$ cat src/hw/rtl/layered_radiance_propagation_down_defines.svh
// ----------------------------------------------------------------------------
// Assertion macros shared by the layered radiance propagation RTL.
// Each macro wraps one clocked, reset-qualified concurrent assertion.
// ----------------------------------------------------------------------------
`ifndef LAYERED_RADIANCE_PROPAGATION_DOWN_DEFINES_SVH
`define LAYERED_RADIANCE_PROPAGATION_DOWN_DEFINES_SVH

// Same-cycle implication.
`define LRP_ASSERT(label, ante, cons) \
  label: assert property (@(posedge clk_i) disable iff (!rst_ni) (ante) |-> (cons)) \
    else $error("lrp assertion failed");

// Next-cycle implication.
`define LRP_ASSERT_NXT(label, ante, cons) \
  label: assert property (@(posedge clk_i) disable iff (!rst_ni) (ante) |=> (cons)) \
    else $error("lrp assertion failed");

`endif

$ cat src/hw/rtl/lrp_pkg.sv
// ----------------------------------------------------------------------------
// lrp_pkg
// Types, constants and arithmetic helpers for the radiance propagation block.
// ----------------------------------------------------------------------------
package lrp_pkg;

  localparam int unsigned RegionCount = 3;
  localparam int unsigned CoefCount   = RegionCount * RegionCount;
  localparam int unsigned RowW        = $clog2(RegionCount);
  localparam int unsigned CoefW       = 17;
  localparam int unsigned RadW        = 32;
  localparam int unsigned IdxW        = 4;
  localparam int unsigned ProdW       = CoefW + RadW;
  // Three products plus a shifted source fit in 51 bits.
  localparam int unsigned AccW        = ProdW + 2;

  localparam logic CmdLoad  = 1'b0;
  localparam logic CmdLayer = 1'b1;

  typedef enum logic [1:0] {
    TOP_ZERO,
    TOP_COPY,
    TOP_MIX
  } lrp_top_sel_e;

  typedef enum logic [2:0] {
    ST_IDLE,
    ST_MIX,
    ST_MIX_ACC,
    ST_TOP,
    ST_SOL_MUL,
    ST_SOL_ACC,
    ST_BASE,
    ST_DONE
  } lrp_state_e;

  // Per-cycle control broadcast from the sequencer to every lane.
  typedef struct packed {
    logic            mul_solve;
    logic            acc_clr;
    logic            acc_src;
    logic            acc_add;
    logic            top_ld;
    lrp_top_sel_e    top_sel;
    logic            base_ld;
    logic [RowW-1:0] row;
    logic            layer_clear;
  } lrp_ctl_t;

  // Where a coefficient load lands: lane is the lower region, row the upper.
  typedef struct packed {
    logic            valid;
    logic [RowW-1:0] lane;
    logic [RowW-1:0] row;
  } lrp_slot_t;

  function automatic lrp_slot_t coef_slot(input logic [IdxW-1:0] idx);
    lrp_slot_t s;
    s = '0;
    unique case (idx)
      4'd0: s = '{valid: 1'b1, lane: 2'd0, row: 2'd0};
      4'd1: s = '{valid: 1'b1, lane: 2'd1, row: 2'd0};
      4'd2: s = '{valid: 1'b1, lane: 2'd2, row: 2'd0};
      4'd3: s = '{valid: 1'b1, lane: 2'd0, row: 2'd1};
      4'd4: s = '{valid: 1'b1, lane: 2'd1, row: 2'd1};
      4'd5: s = '{valid: 1'b1, lane: 2'd2, row: 2'd1};
      4'd6: s = '{valid: 1'b1, lane: 2'd0, row: 2'd2};
      4'd7: s = '{valid: 1'b1, lane: 2'd1, row: 2'd2};
      4'd8: s = '{valid: 1'b1, lane: 2'd2, row: 2'd2};
      default: s = '0;
    endcase
    return s;
  endfunction

  // Round half up from Q.32 to Q.16 and clamp to the 32-bit radiance range.
  function automatic logic [RadW-1:0] round_sat(input logic [AccW-1:0] acc);
    logic [AccW:0] s;
    s = {1'b0, acc} + (AccW+1)'(32768);
    if (|s[AccW:RadW+16]) begin
      return '1;
    end
    return s[RadW+15:16];
  endfunction

endpackage

$ cat src/hw/rtl/lrp_lane.sv
// ----------------------------------------------------------------------------
// lrp_lane
// One region lane: holds its overlap column, mixes the radiance entering its
// region and solves base = transmittance * top + source.
// ----------------------------------------------------------------------------
module lrp_lane (
  input  logic                          clk_i,
  input  lrp_pkg::lrp_ctl_t             ctl_i,
  input  logic                          zero_base_i,
  input  logic                          load_i,
  input  logic [lrp_pkg::CoefW-1:0]     trans_i,
  input  logic [lrp_pkg::RadW-1:0]      src_i,
  input  logic                          coef_we_i,
  input  logic [lrp_pkg::RowW-1:0]      coef_row_i,
  input  logic [lrp_pkg::CoefW-1:0]     coef_val_i,
  input  logic [lrp_pkg::RadW-1:0]      operand_i,
  output logic [lrp_pkg::RadW-1:0]      base_o
);

  logic [lrp_pkg::CoefW-1:0] coef_q [lrp_pkg::RegionCount];
  logic [lrp_pkg::CoefW-1:0] trans_q;
  logic [lrp_pkg::RadW-1:0]  src_q;
  logic [lrp_pkg::ProdW-1:0] prod_q, prod_d;
  logic [lrp_pkg::AccW-1:0]  acc_q, acc_d;
  logic [lrp_pkg::RadW-1:0]  top_q, top_d;
  logic [lrp_pkg::RadW-1:0]  base_q, base_d;
  logic [lrp_pkg::CoefW-1:0] coef_rd;
  logic [lrp_pkg::CoefW-1:0] mul_a;
  logic [lrp_pkg::RadW-1:0]  mul_b;

  always_comb begin
    case (ctl_i.row)
      2'd0:    coef_rd = coef_q[0];
      2'd1:    coef_rd = coef_q[1];
      2'd2:    coef_rd = coef_q[2];
      default: coef_rd = coef_q[0];
    endcase
  end

  assign mul_a  = ctl_i.mul_solve ? trans_q : coef_rd;
  assign mul_b  = ctl_i.mul_solve ? top_q : operand_i;
  assign prod_d = {{lrp_pkg::RadW{1'b0}}, mul_a} * {{lrp_pkg::CoefW{1'b0}}, mul_b};

  always_comb begin
    acc_d = acc_q;
    if (ctl_i.acc_clr) begin
      acc_d = '0;
    end else if (ctl_i.acc_src) begin
      acc_d = {3'b000, src_q, 16'h0000};
    end else if (ctl_i.acc_add) begin
      acc_d = acc_q + {2'b00, prod_q};
    end
  end

  always_comb begin
    case (ctl_i.top_sel)
      lrp_pkg::TOP_COPY: top_d = operand_i;
      lrp_pkg::TOP_MIX:  top_d = lrp_pkg::round_sat(acc_q);
      default:           top_d = '0;
    endcase
  end

  assign base_d = zero_base_i ? '0 : lrp_pkg::round_sat(acc_q);

  always_ff @(posedge clk_i) begin
    if (coef_we_i) begin
      case (coef_row_i)
        2'd0:    coef_q[0] <= coef_val_i;
        2'd1:    coef_q[1] <= coef_val_i;
        2'd2:    coef_q[2] <= coef_val_i;
        default: coef_q[0] <= coef_val_i;
      endcase
    end
    if (load_i) begin
      trans_q <= trans_i;
      src_q   <= src_i;
    end
    prod_q <= prod_d;
    acc_q  <= acc_d;
    if (ctl_i.top_ld) begin
      top_q <= top_d;
    end
    if (ctl_i.base_ld) begin
      base_q <= base_d;
    end
  end

  assign base_o = base_q;

endmodule

$ cat config.mk
export PLATFORM = sky130hd
export DESIGN_NAME = lrp_lane
export DESIGN_NICKNAME = d
export VERILOG_FILES = /design/src/hw/rtl/layered_radiance_propagation_down_defines.svh /design/src/hw/rtl/lrp_pkg.sv /design/src/hw/rtl/lrp_lane.sv
export SDC_FILE = /design/constraint.sdc
export NUM_CORES = 2
export LEC_CHECK = 0
export BUFFER_PORTS_ARGS = -buffer_cell sky130_fd_sc_hd__buf_4
export CORE_MARGIN = 1.5
export CORE_UTILIZATION = 59
export CTS_BUF_LIST = sky130_fd_sc_hd__clkbuf_4 sky130_fd_sc_hd__clkbuf_8
export CTS_CLUSTER_SIZE = 25
export DETAILED_ROUTE_END_ITERATION = 10
export PLACE_DENSITY = 0.76
export SYNTH_ARGS = -nofsm -noshare
export SYNTH_HDL_FRONTEND = slang
export SYNTH_SLANG_ARGS = --single-unit
$ cat constraint.sdc
create_clock -name clk_i -period 19.45 [get_ports clk_i]
set_input_delay 4.8625 -clock clk_i [delete_from_list [all_inputs] [get_ports clk_i]]
set_output_delay 4.8625 -clock clk_i [all_outputs]
set_load 0.01 [all_outputs]
==> qor.yml <==
critPathMaxStageDelay_ps: 900
avgSynthCellArea_um2: 9.22
status: "finished, final reports clean"
die_w_um: 229
use_met2: 0.558
yosys-top-cells-count: "inv_1, nand2_1, fa_1"
fin_nets: 4096
period_minus_slack_ps: 13160
place_area_um2: 31900
cp_common_cell: "fa_1"
cts_resized: 0
grt-busiest-layer: "met2"
drt-total-wl_um: 85500
cts.sinks: 264
ys.flop_type: "edfxtp_1"
die_h_um: 229
synth_seq_cells: 264
clock_latency_ps: 650
final-hold-violation-count: 0
diodes: 0
wl_per_cell_um: 21.0
remaining_drc_errors: 0
synth_edf_count: 164
worst_slew_pin_slew_ps: 1200
grt_max_degree: 71
use_met3: 0.0491
grt_pass1_vias: 25243
holdBufCountCts: 0
cts.path.max_buffers: 3
met1_usage: 0.408
initial_core_util: 0.600
row_count: 82
io_pins: 147
end_kind: "register"
synthTopCellsByArea: "fa_1, edfxtp_1, ha_1"
cts.clk_slew.worst_paths_ps: 60
track_usage: 0.331
gr-total-overflow: 0
seqCellArea_um2: 6930
cp_max_fo: 70
cts_tree: "yes"
critPathRequiredTime_ps: 19950
place_congestion: 0.969
synth_fp_nets: 4014
skew_ps: 37.1
hold_path.class: "reg -> reg"
fillers: 4113
firstDrtPassIters: 5
vias_per_cell: 5.94
htree_levels: 2
core_region_area_um2: 50300
cts_buffers: 48
dieArea_um2: 52500
numPortBuffers: 145
synthArstFlopShare: 0
drt_iter0_drc: 1913
cp_top_family: "adder cells"
synth_top_cell_by_area: "fa_1"
final-setup-viol-count: 0
vias: 24160
final_util: 0.656
grt_setup_unrepaired: "no"
slowest_stage: "mux2i_1"
hpwl_um: 66500
areaGrowthSynthToFinish_pct: 9.26
critical_path_buf_inv_count: 6
relSlewSlack: 0.202
cp-start-kind: "input port"
drv_slew: 0
crit_type: "in -> reg"
yosysSeqAreaShare: 0.229
max_freq_ghz: 0.0760
grt_pass1_wl_um: 135000
fin_crit_sh: 0.676
postRouteAntennaNets: 0
ys_types: 71
yosysMostFrequentCell: "inv_1"
max_cap_viol_count: 0
drive_gt1_frac: 0.0987
final_area_um2: 33000
ys_warn_count: 0
cts_root_buffer: "clkbuf_8"
synth_top_area_frac: 0.298
antenna_found_initial: 1
multi_input_area_um2: 20700
cp.arrival_ps: 13660
tns_ps: 0
synthesis.area_um2: 30200
cts_setup_buffers: 0
syn_inst: 3272
==> per-stage QoR <==
stage          setup slack, ps  cells  hold slack, ps
2_1_floorplan             7170   3272             452
3_3_place_gp              5800   3976             470
3_5_place_dp              5740   3976             471
4_1_cts                   6410   4066             474
5_1_grt                   5950   4066             515
6_report                  6290   4066             474
==> flip-flops by register name, indices dropped and copies added (netlist names) <==
name and cells:
prod_q 49, coef_q 51, top_q 32, acc_q 51
base_o 32, trans_q 17, src_q 32
==> worst register-to-register path, cell delays in order, from the launching register on <==
cell and delay (ps):
edfxtp_1 360, a221oi_1 400, o31a_1 790, nor2_1 160
fa_1 530, inv_1 60, fa_1 540, inv_1 60
fa_1 450, fa_1 410, fa_1 510, inv_1 50
fa_1 600, inv_1 70, ha_1 370, a21oi_1 180
nand2_1 60, or4_1 550, o21ai_2 270, o21ai_1 210
a311oi_2 390, a21oi_1 240, o21ai_2 330, mux2i_1 220
o2111ai_1 120
==> worst paths after layout <==
path                 start          to  slack, ps  cells past startpoint
min              src_q[10]   acc_q[26]        470                      2
max reg2reg  coef_q[2][13]  prod_q[46]      11380                     24
min reg2reg      src_q[10]   acc_q[26]        470                      2
max              ctl_i[10]  prod_q[46]       6290                     25
==> cell usage in the layout (no fill, tap or decap), types with 15 or more instances in the layout <==
cell / netlist / final
a211oi_1: 24 / 24
a21o_1: 50 / 50
a21oi_1: 153 / 153
a221oi_1: 20 / 20
a22oi_1: 32 / 32
a31oi_1: 17 / 17
and2_1: 19 / 19
and3_1: 27 / 27
buf_4: 1 / 184
clkbuf_4: 0 / 20
clkbuf_8: 0 / 53
dfxtp_1: 100 / 100
edfxtp_1: 164 / 164
fa_1: 450 / 450
ha_1: 177 / 177
inv_1: 558 / 558
mux2_2: 33 / 33
mux2i_1: 58 / 58
nand2_1: 459 / 459
nand3_1: 26 / 26
nand4_1: 28 / 28
nor2_1: 331 / 331
nor2b_1: 35 / 35
nor3_1: 16 / 15
o21ai_0: 55 / 55
o21bai_1: 21 / 21
o31a_1: 17 / 17
xnor2_1: 77 / 77
xor2_1: 39 / 39
==> cell type report <==
cell class,count,area share
multi-input cells,2298,0.628
inverters,558,0.0635
repair buffers,184,0.0419
well taps,672,0.0255
clock inverters,17,0.00459
clock buffers,73,0.0267
flip-flops and latches,264,0.210
==> layer usage <==
layer | wire length (um) | up-vias
met2 | 41500 | 1134
met5 | 0 | -
met3 | 6430 | 297
li1 | - | 10688
met1 | 32200 | 12041
met4 | 5370 | 0
==> cells by family after synthesis <==
kind of cell             share of synthesized area
buffers and inverters                       0.0889
AO/OA/AOI/OAI                                0.106
flip-flops                                   0.229
XOR/XNOR                                    0.0337
multiplexers                                0.0315
adder cells (fa/ha/maj)                      0.372
AND/OR/NAND/NOR                              0.139
Power is left out: the tool's default activity adds up to more than one toggle a clock period on the data nets, which glitch-free logic cannot reach.
