## src/hw/rtl/layered_radiance_propagation_down_defines.svh

```systemverilog
// ----------------------------------------------------------------------------
// Assertion macros shared by the layered radiance propagation RTL.
// Each macro wraps one clocked, reset-qualified concurrent assertion.
// ----------------------------------------------------------------------------
`ifndef LAYERED_RADIANCE_PROPAGATION_DOWN_DEFINES_SVH
`define LAYERED_RADIANCE_PROPAGATION_DOWN_DEFINES_SVH

// Same-cycle implication.
`define LRP_ASSERT(label, ante, cons) \
  label: assert property (@(posedge clk_i) disable iff (!rst_ni) (ante) |-> (cons)) \
    else $error("lrp assertion failed");

// Next-cycle implication.
`define LRP_ASSERT_NXT(label, ante, cons) \
  label: assert property (@(posedge clk_i) disable iff (!rst_ni) (ante) |=> (cons)) \
    else $error("lrp assertion failed");

`endif

```

## src/hw/rtl/lrp_pkg.sv

```systemverilog
// ----------------------------------------------------------------------------
// lrp_pkg
// Types, constants and arithmetic helpers for the radiance propagation block.
// ----------------------------------------------------------------------------
package lrp_pkg;

  localparam int unsigned RegionCount = 3;
  localparam int unsigned CoefCount   = RegionCount * RegionCount;
  localparam int unsigned RowW        = $clog2(RegionCount);
  localparam int unsigned CoefW       = 17;
  localparam int unsigned RadW        = 32;
  localparam int unsigned IdxW        = 4;
  localparam int unsigned ProdW       = CoefW + RadW;
  // Three products plus a shifted source fit in 51 bits.
  localparam int unsigned AccW        = ProdW + 2;

  localparam logic CmdLoad  = 1'b0;
  localparam logic CmdLayer = 1'b1;

  typedef enum logic [1:0] {
    TOP_ZERO,
    TOP_COPY,
    TOP_MIX
  } lrp_top_sel_e;

  typedef enum logic [2:0] {
    ST_IDLE,
    ST_MIX,
    ST_MIX_ACC,
    ST_TOP,
    ST_SOL_MUL,
    ST_SOL_ACC,
    ST_BASE,
    ST_DONE
  } lrp_state_e;

  // Per-cycle control broadcast from the sequencer to every lane.
  typedef struct packed {
    logic            mul_solve;
    logic            acc_clr;
    logic            acc_src;
    logic            acc_add;
    logic            top_ld;
    lrp_top_sel_e    top_sel;
    logic            base_ld;
    logic [RowW-1:0] row;
    logic            layer_clear;
  } lrp_ctl_t;

  // Where a coefficient load lands: lane is the lower region, row the upper.
  typedef struct packed {
    logic            valid;
    logic [RowW-1:0] lane;
    logic [RowW-1:0] row;
  } lrp_slot_t;

  function automatic lrp_slot_t coef_slot(input logic [IdxW-1:0] idx);
    lrp_slot_t s;
    s = '0;
    unique case (idx)
      4'd0: s = '{valid: 1'b1, lane: 2'd0, row: 2'd0};
      4'd1: s = '{valid: 1'b1, lane: 2'd1, row: 2'd0};
      4'd2: s = '{valid: 1'b1, lane: 2'd2, row: 2'd0};
      4'd3: s = '{valid: 1'b1, lane: 2'd0, row: 2'd1};
      4'd4: s = '{valid: 1'b1, lane: 2'd1, row: 2'd1};
      4'd5: s = '{valid: 1'b1, lane: 2'd2, row: 2'd1};
      4'd6: s = '{valid: 1'b1, lane: 2'd0, row: 2'd2};
      4'd7: s = '{valid: 1'b1, lane: 2'd1, row: 2'd2};
      4'd8: s = '{valid: 1'b1, lane: 2'd2, row: 2'd2};
      default: s = '0;
    endcase
    return s;
  endfunction

  // Round half up from Q.32 to Q.16 and clamp to the 32-bit radiance range.
  function automatic logic [RadW-1:0] round_sat(input logic [AccW-1:0] acc);
    logic [AccW:0] s;
    s = {1'b0, acc} + (AccW+1)'(32768);
    if (|s[AccW:RadW+16]) begin
      return '1;
    end
    return s[RadW+15:16];
  endfunction

endpackage

```

## src/hw/rtl/lrp_ctrl.sv

```systemverilog
// ----------------------------------------------------------------------------
// lrp_ctrl
// Layer sequencer: steps the lanes through mixing and solving, and keeps the
// column flags that decide how the top radiance is formed.
// ----------------------------------------------------------------------------
`include "layered_radiance_propagation_down_defines.svh"

module lrp_ctrl (
  input  logic              clk_i,
  input  logic              rst_ni,
  input  logic              in_fire_i,
  input  logic              cmd_i,
  input  logic              layer_clear_i,
  input  logic              last_layer_i,
  input  logic              out_free_i,
  output logic              in_ready_o,
  output lrp_pkg::lrp_ctl_t ctl_o,
  output logic              commit_o,
  output logic              emit_o
);

  lrp_pkg::lrp_state_e          state_q, state_d;
  logic [lrp_pkg::RowW-1:0]     cnt_q, cnt_d;
  logic                         clear_q, clear_d;
  logic                         last_q, last_d;
  logic                         prev_clear_q, prev_clear_d;
  logic                         at_top_q, at_top_d;
  logic                         commit;

  assign commit = (state_q == lrp_pkg::ST_DONE) && (out_free_i || !last_q);

  // Next state.
  always_comb begin
    state_d      = state_q;
    cnt_d        = cnt_q;
    clear_d      = clear_q;
    last_d       = last_q;
    prev_clear_d = prev_clear_q;
    at_top_d     = at_top_q;
    unique case (state_q)
      lrp_pkg::ST_IDLE: begin
        if (in_fire_i && (cmd_i == lrp_pkg::CmdLayer)) begin
          clear_d = layer_clear_i;
          last_d  = last_layer_i;
          cnt_d   = '0;
          state_d = lrp_pkg::ST_MIX;
        end
      end
      lrp_pkg::ST_MIX: begin
        if (cnt_q == lrp_pkg::RowW'(lrp_pkg::RegionCount - 1)) begin
          cnt_d   = '0;
          state_d = lrp_pkg::ST_MIX_ACC;
        end else begin
          cnt_d = cnt_q + 1'b1;
        end
      end
      lrp_pkg::ST_MIX_ACC: state_d = lrp_pkg::ST_TOP;
      lrp_pkg::ST_TOP:     state_d = lrp_pkg::ST_SOL_MUL;
      lrp_pkg::ST_SOL_MUL: state_d = lrp_pkg::ST_SOL_ACC;
      lrp_pkg::ST_SOL_ACC: state_d = lrp_pkg::ST_BASE;
      lrp_pkg::ST_BASE:    state_d = lrp_pkg::ST_DONE;
      lrp_pkg::ST_DONE: begin
        if (commit) begin
          state_d      = lrp_pkg::ST_IDLE;
          prev_clear_d = last_q ? 1'b1 : clear_q;
          at_top_d     = last_q;
        end
      end
      default: state_d = lrp_pkg::ST_IDLE;
    endcase
  end

  // Outputs.
  always_comb begin
    ctl_o             = '0;
    ctl_o.top_sel     = lrp_pkg::TOP_ZERO;
    ctl_o.row         = cnt_q;
    ctl_o.layer_clear = clear_q;
    in_ready_o        = 1'b0;
    commit_o          = 1'b0;
    emit_o            = 1'b0;
    unique case (state_q)
      lrp_pkg::ST_IDLE: in_ready_o = 1'b1;
      lrp_pkg::ST_MIX: begin
        // The product of the previous row is added while the next is formed.
        // Only row zero contributes when the layer above was clear.
        ctl_o.acc_clr = (cnt_q == '0);
        ctl_o.acc_add = (cnt_q != '0) && (!prev_clear_q || (cnt_q == 2'd1));
      end
      lrp_pkg::ST_MIX_ACC: ctl_o.acc_add = !prev_clear_q;
      lrp_pkg::ST_TOP: begin
        ctl_o.top_ld = 1'b1;
        if (at_top_q) begin
          ctl_o.top_sel = lrp_pkg::TOP_ZERO;
        end else if (prev_clear_q && clear_q) begin
          ctl_o.top_sel = lrp_pkg::TOP_COPY;
        end else begin
          ctl_o.top_sel = lrp_pkg::TOP_MIX;
        end
      end
      lrp_pkg::ST_SOL_MUL: begin
        ctl_o.mul_solve = 1'b1;
        ctl_o.acc_src   = 1'b1;
      end
      lrp_pkg::ST_SOL_ACC: ctl_o.acc_add = 1'b1;
      lrp_pkg::ST_BASE:    ctl_o.base_ld = 1'b1;
      lrp_pkg::ST_DONE: begin
        commit_o = commit;
        emit_o   = commit && last_q;
      end
      default: in_ready_o = 1'b0;
    endcase
  end

  always_ff @(posedge clk_i or negedge rst_ni) begin
    if (!rst_ni) begin
      state_q      <= lrp_pkg::ST_IDLE;
      cnt_q        <= '0;
      clear_q      <= 1'b0;
      last_q       <= 1'b0;
      prev_clear_q <= 1'b1;
      at_top_q     <= 1'b1;
    end else begin
      state_q      <= state_d;
      cnt_q        <= cnt_d;
      clear_q      <= clear_d;
      last_q       <= last_d;
      prev_clear_q <= prev_clear_d;
      at_top_q     <= at_top_d;
    end
  end

  `LRP_ASSERT(a_layer_reaches_done,
      in_fire_i && (cmd_i == lrp_pkg::CmdLayer), ##9 (state_q == lrp_pkg::ST_DONE))
  `LRP_ASSERT(a_cnt_only_in_mix, cnt_q != '0, state_q == lrp_pkg::ST_MIX)
  `LRP_ASSERT_NXT(a_last_restarts_column, commit && last_q, at_top_q && prev_clear_q)

endmodule

```

## config.mk

```make
export PLATFORM = sky130hd
export DESIGN_NAME = lrp_ctrl
export DESIGN_NICKNAME = d
export VERILOG_FILES = /design/src/hw/rtl/lrp_pkg.sv /design/src/hw/rtl/lrp_ctrl.sv
export VERILOG_INCLUDE_DIRS = /design/src /design/src/hw/rtl
export SDC_FILE = /design/constraint.sdc
export NUM_CORES = 1
export LEC_CHECK = 0
export ABC_AREA = 0
export BUFFER_PORTS_ARGS = -buffer_cell sky130_fd_sc_hd__buf_2
export CAP_MARGIN = 20
export CORE_AREA = 4 4 41 43
export CTS_BUF_LIST = sky130_fd_sc_hd__clkbuf_16
export DETAILED_ROUTE_END_ITERATION = 8
export DIE_AREA = 0 0 45 47
export PLACE_DENSITY = 0.73
export SLEW_MARGIN = 5
export SYNTH_ARGS = -nofsm -noshare
export SYNTH_HDL_FRONTEND = slang
export SYNTH_SLANG_ARGS = --single-unit
```

## constraint.sdc

```tcl
create_clock -name clk_i -period 1.45 [get_ports clk_i]
set_input_delay 0.0725 -clock clk_i [delete_from_list [all_inputs] [get_ports clk_i]]
set_output_delay 0.0725 -clock clk_i [all_outputs]
set_load 0.02 [all_outputs]
```

==> results.yml <==
outcome:
  outcome: "finished clean"
global_routing:
  grt_first_pass_wirelength_um: 2132
  grt_max_degree: 13
  gr-total-overflow: 0
  grt_pass1_vias: 482
  antenna_found_initial: 0
  grt_use_total: 0.1443
synth:
  yosys.area.top_type: "dfrtp_1"
  synth-seq-cells: 9
  synth_area_leaders: "dfrtp_1 (31%), dfstp_2 (9.3%), buf_4 (6.6%), nor2_1 (4.6%), a21oi_1 (4.4%)"
  yosysTopAreaCellShare: 0.3097
  netlist_area_um2: 565.5
  ys_warn_count: 0
  syn_nets: 68
  ys_seq_area_frac: 0.4027
  synth_area_per_cell_um2: 9.271
  synth-async-reset-ratio: 1.000
  synth_edf_count: 0
  post_synth_num_cell_types: 29
  synthFlopType: "dfrtp_1"
  syn_inst: 61
  synth_common_cells: "dfrtp_1 (7), nor2_1 (7), a21oi_1 (5), buf_4 (5)"
power_and_ir_drop:
  max-vdd-ir-drop_v: 0.001380
  p_per_area_nw_per_um2: 2632
  p_int_w: 0.001202
  p_switching_w: 0.0008632
  clkPwrFrac: 0.232
  power.leakage_nw: 0.3861
  p_sw_frac: 0.4180
  total_power_w: 0.002065
  p_seq_frac: 0.285
  combPwrFrac: 0.484
clock_network:
  clk_pin_slew_ps: 40
  tritoncts: "built"
  clkLatencyLatePin_ps: 230
  cts_max_path_buffers: 2
  clock_sinks: 9
  htreeDepth: 1
  cts_buffers: 3
  clockRootBuffer: "clkbuf_16"
floorplan:
  start_util: 0.4346
  rows: 13
  die_x_um: 45
  fp.dieH_um: 47
  die_area_um2: 2115
  ios: 21
  core_area_um2: 1301
sta:
  worstMarginPinSlew_ps: 246.9
  fin_tns_setup_ps: 0
  max_freq_ghz: 0.6985
  finalCritPeriodShare: 0.9874
  period_minus_slack_ps: 1432
  fin_ws_ps: 18.33
  hold_viol_final: 0
  finalSetupViolCount: 0
  finalMaxSlewViolations: 0
  rsz0062_at_grt: "true"
  maxSlewHeadroom: 0.8340
  clock-skew-final_ps: 1.142
routing:
  viasPerCell: 5.230
  first_iter_violations: 13
  wirelength_um: 1373
  drtAntennaViolNets: 0
  drc_errors: 0
  avgRoutedWirePerCell_um: 13.73
  drt-pass1-iter-count: 5
  dr_total_vias: 523
setup_path:
  cp.arrival_ps: 1360
  crit_type: "flop to output pin"
  crit_path_max_fanout: 12
  end_kind: "output pin"
  worstPathRequired_ps: 1380
  startpoint_type: "flop"
final_layout:
  layout.nets: 93
  antenna_cells: 0
  layout-drive-gt1-share: 0.4824
  area_growth_pct: 38.72
placed_design:
  pre_cts_slack_ps: 127.8
  routabilityCongestion: 0.7222
  hpwl_um: 990.9
  portBuffers: 20
flow_run:
  drv_cap: 0
hold_path:
  min_path_type: "input pin to flop"
power by group through the flow:
stage	Clock [W]	Sequential [W]	Combinational [W]
3_3_place_gp	0	0.000585	0.000848
5_1_grt	0.000513	0.000614	0.00107
3_5_place_dp	0	0.000594	0.000865
6_report	0.000479	0.000588	0.000999
2_1_floorplan	0	0.000526	0.000773
4_1_cts	0.000491	0.000609	0.000888
kinds of logic after synthesis:
group	after synthesis	synth area share
flops	9	0.4027
mux	2	0.03982
buf+inv	11	0.1327
simple gates	24	0.2367
compound gates	15	0.1880
final cells by class:
cell class                      instances  area [um2]
Sequential cell                         9       231.5
Clock buffer                            3       75.07
Fill cell                             127       516.7
Tap cell                               15       18.77
Multi-Input combinational cell         41       281.5
Timing Repair Buffer                   27       157.7
Clock inverter                          1       5.005
Inverter                                4       15.01
registers in the layout, indices dropped and copies added (netlist names):
name / cells
state_q: 3
cnt_q: 2
at_top_q: 1
clear_q: 1
last_q: 1
prev_clear_q: 1
critical path: stages (launching register included):
cell and delay (ps):
dfrtp_2 470, and2b_1 270, a21oi_1 80, o22ai_1 150
buf_4 160
metrics by stage:
stage          area (um2)    util  hold WS [ps]  instances
2_1_floorplan       571.8       -        -223.1         61
3_3_place_gp        645.6  0.4962        -69.64         91
3_5_place_dp        645.6  0.4962        -67.59         91
4_1_cts             752.0  0.5779         50.23         96
5_1_grt             784.5  0.6029         71.62        100
6_report            784.5  0.6029         52.72        100
cell usage in the layout (no fill, tap or decap), drive strengths merged, types with 2 or more instances in the layout:
cell    count
buf        26
nor2        7
dfrtp       7
a21oi       6
nand2       4
inv         4
clkbuf      3
nor4        2
mux2        2
a21o        2
a211oi      2
dfstp       2
nor3        2
nand3       2
layer usage:
layer | GRT usage | up-vias | part of all wire
met5 | 0 | - | 0
met4 | 0.08772 | 0 | 0
met3 | 0.03065 | 0 | 0.068
met2 | 0.2401 | 17 | 0.50
met1 | 0.1706 | 242 | 0.43
li1 | - | 264 | -
what timing repair did:
item                       in CTS  in global routing
gates cloned                    0                  0
hold endpoints to repair        9                  0
hold buffers                    1                  0
pin swaps                       1                  0
setup endpoints to repair       5                  4
setup buffers                   0                  4
gates resized for setup         5                  1
path summary, 6_finish.rpt:
| kind | startpoint | end | slack, ps | cells after the start |
|---|---|---|---|---|
| worst max-delay path | state_q[1]$_DFFE_PN0P_ | ctl_o[7] | 20 | 4 |
| worst min-delay path | layer_clear_i | clear_q$_DFFE_PN0P_ | 50 | 2 |
| worst max register to register | state_q[0]$_DFFE_PN0P_ | last_q$_DFFE_PN0P_ | 60 | 4 |
| worst min register to register | prev_clear_q$_DFFE_PN1P_ | prev_clear_q$_DFFE_PN1P_ | 530 | 1 |
| max in group asynchronous | rst_ni | at_top_q$_DFFE_PN1P_ | 950 | 2 |
| min in group asynchronous | rst_ni | clear_q$_DFFE_PN0P_ | 260 | 2 |
(Power assumes the default switching activity.)
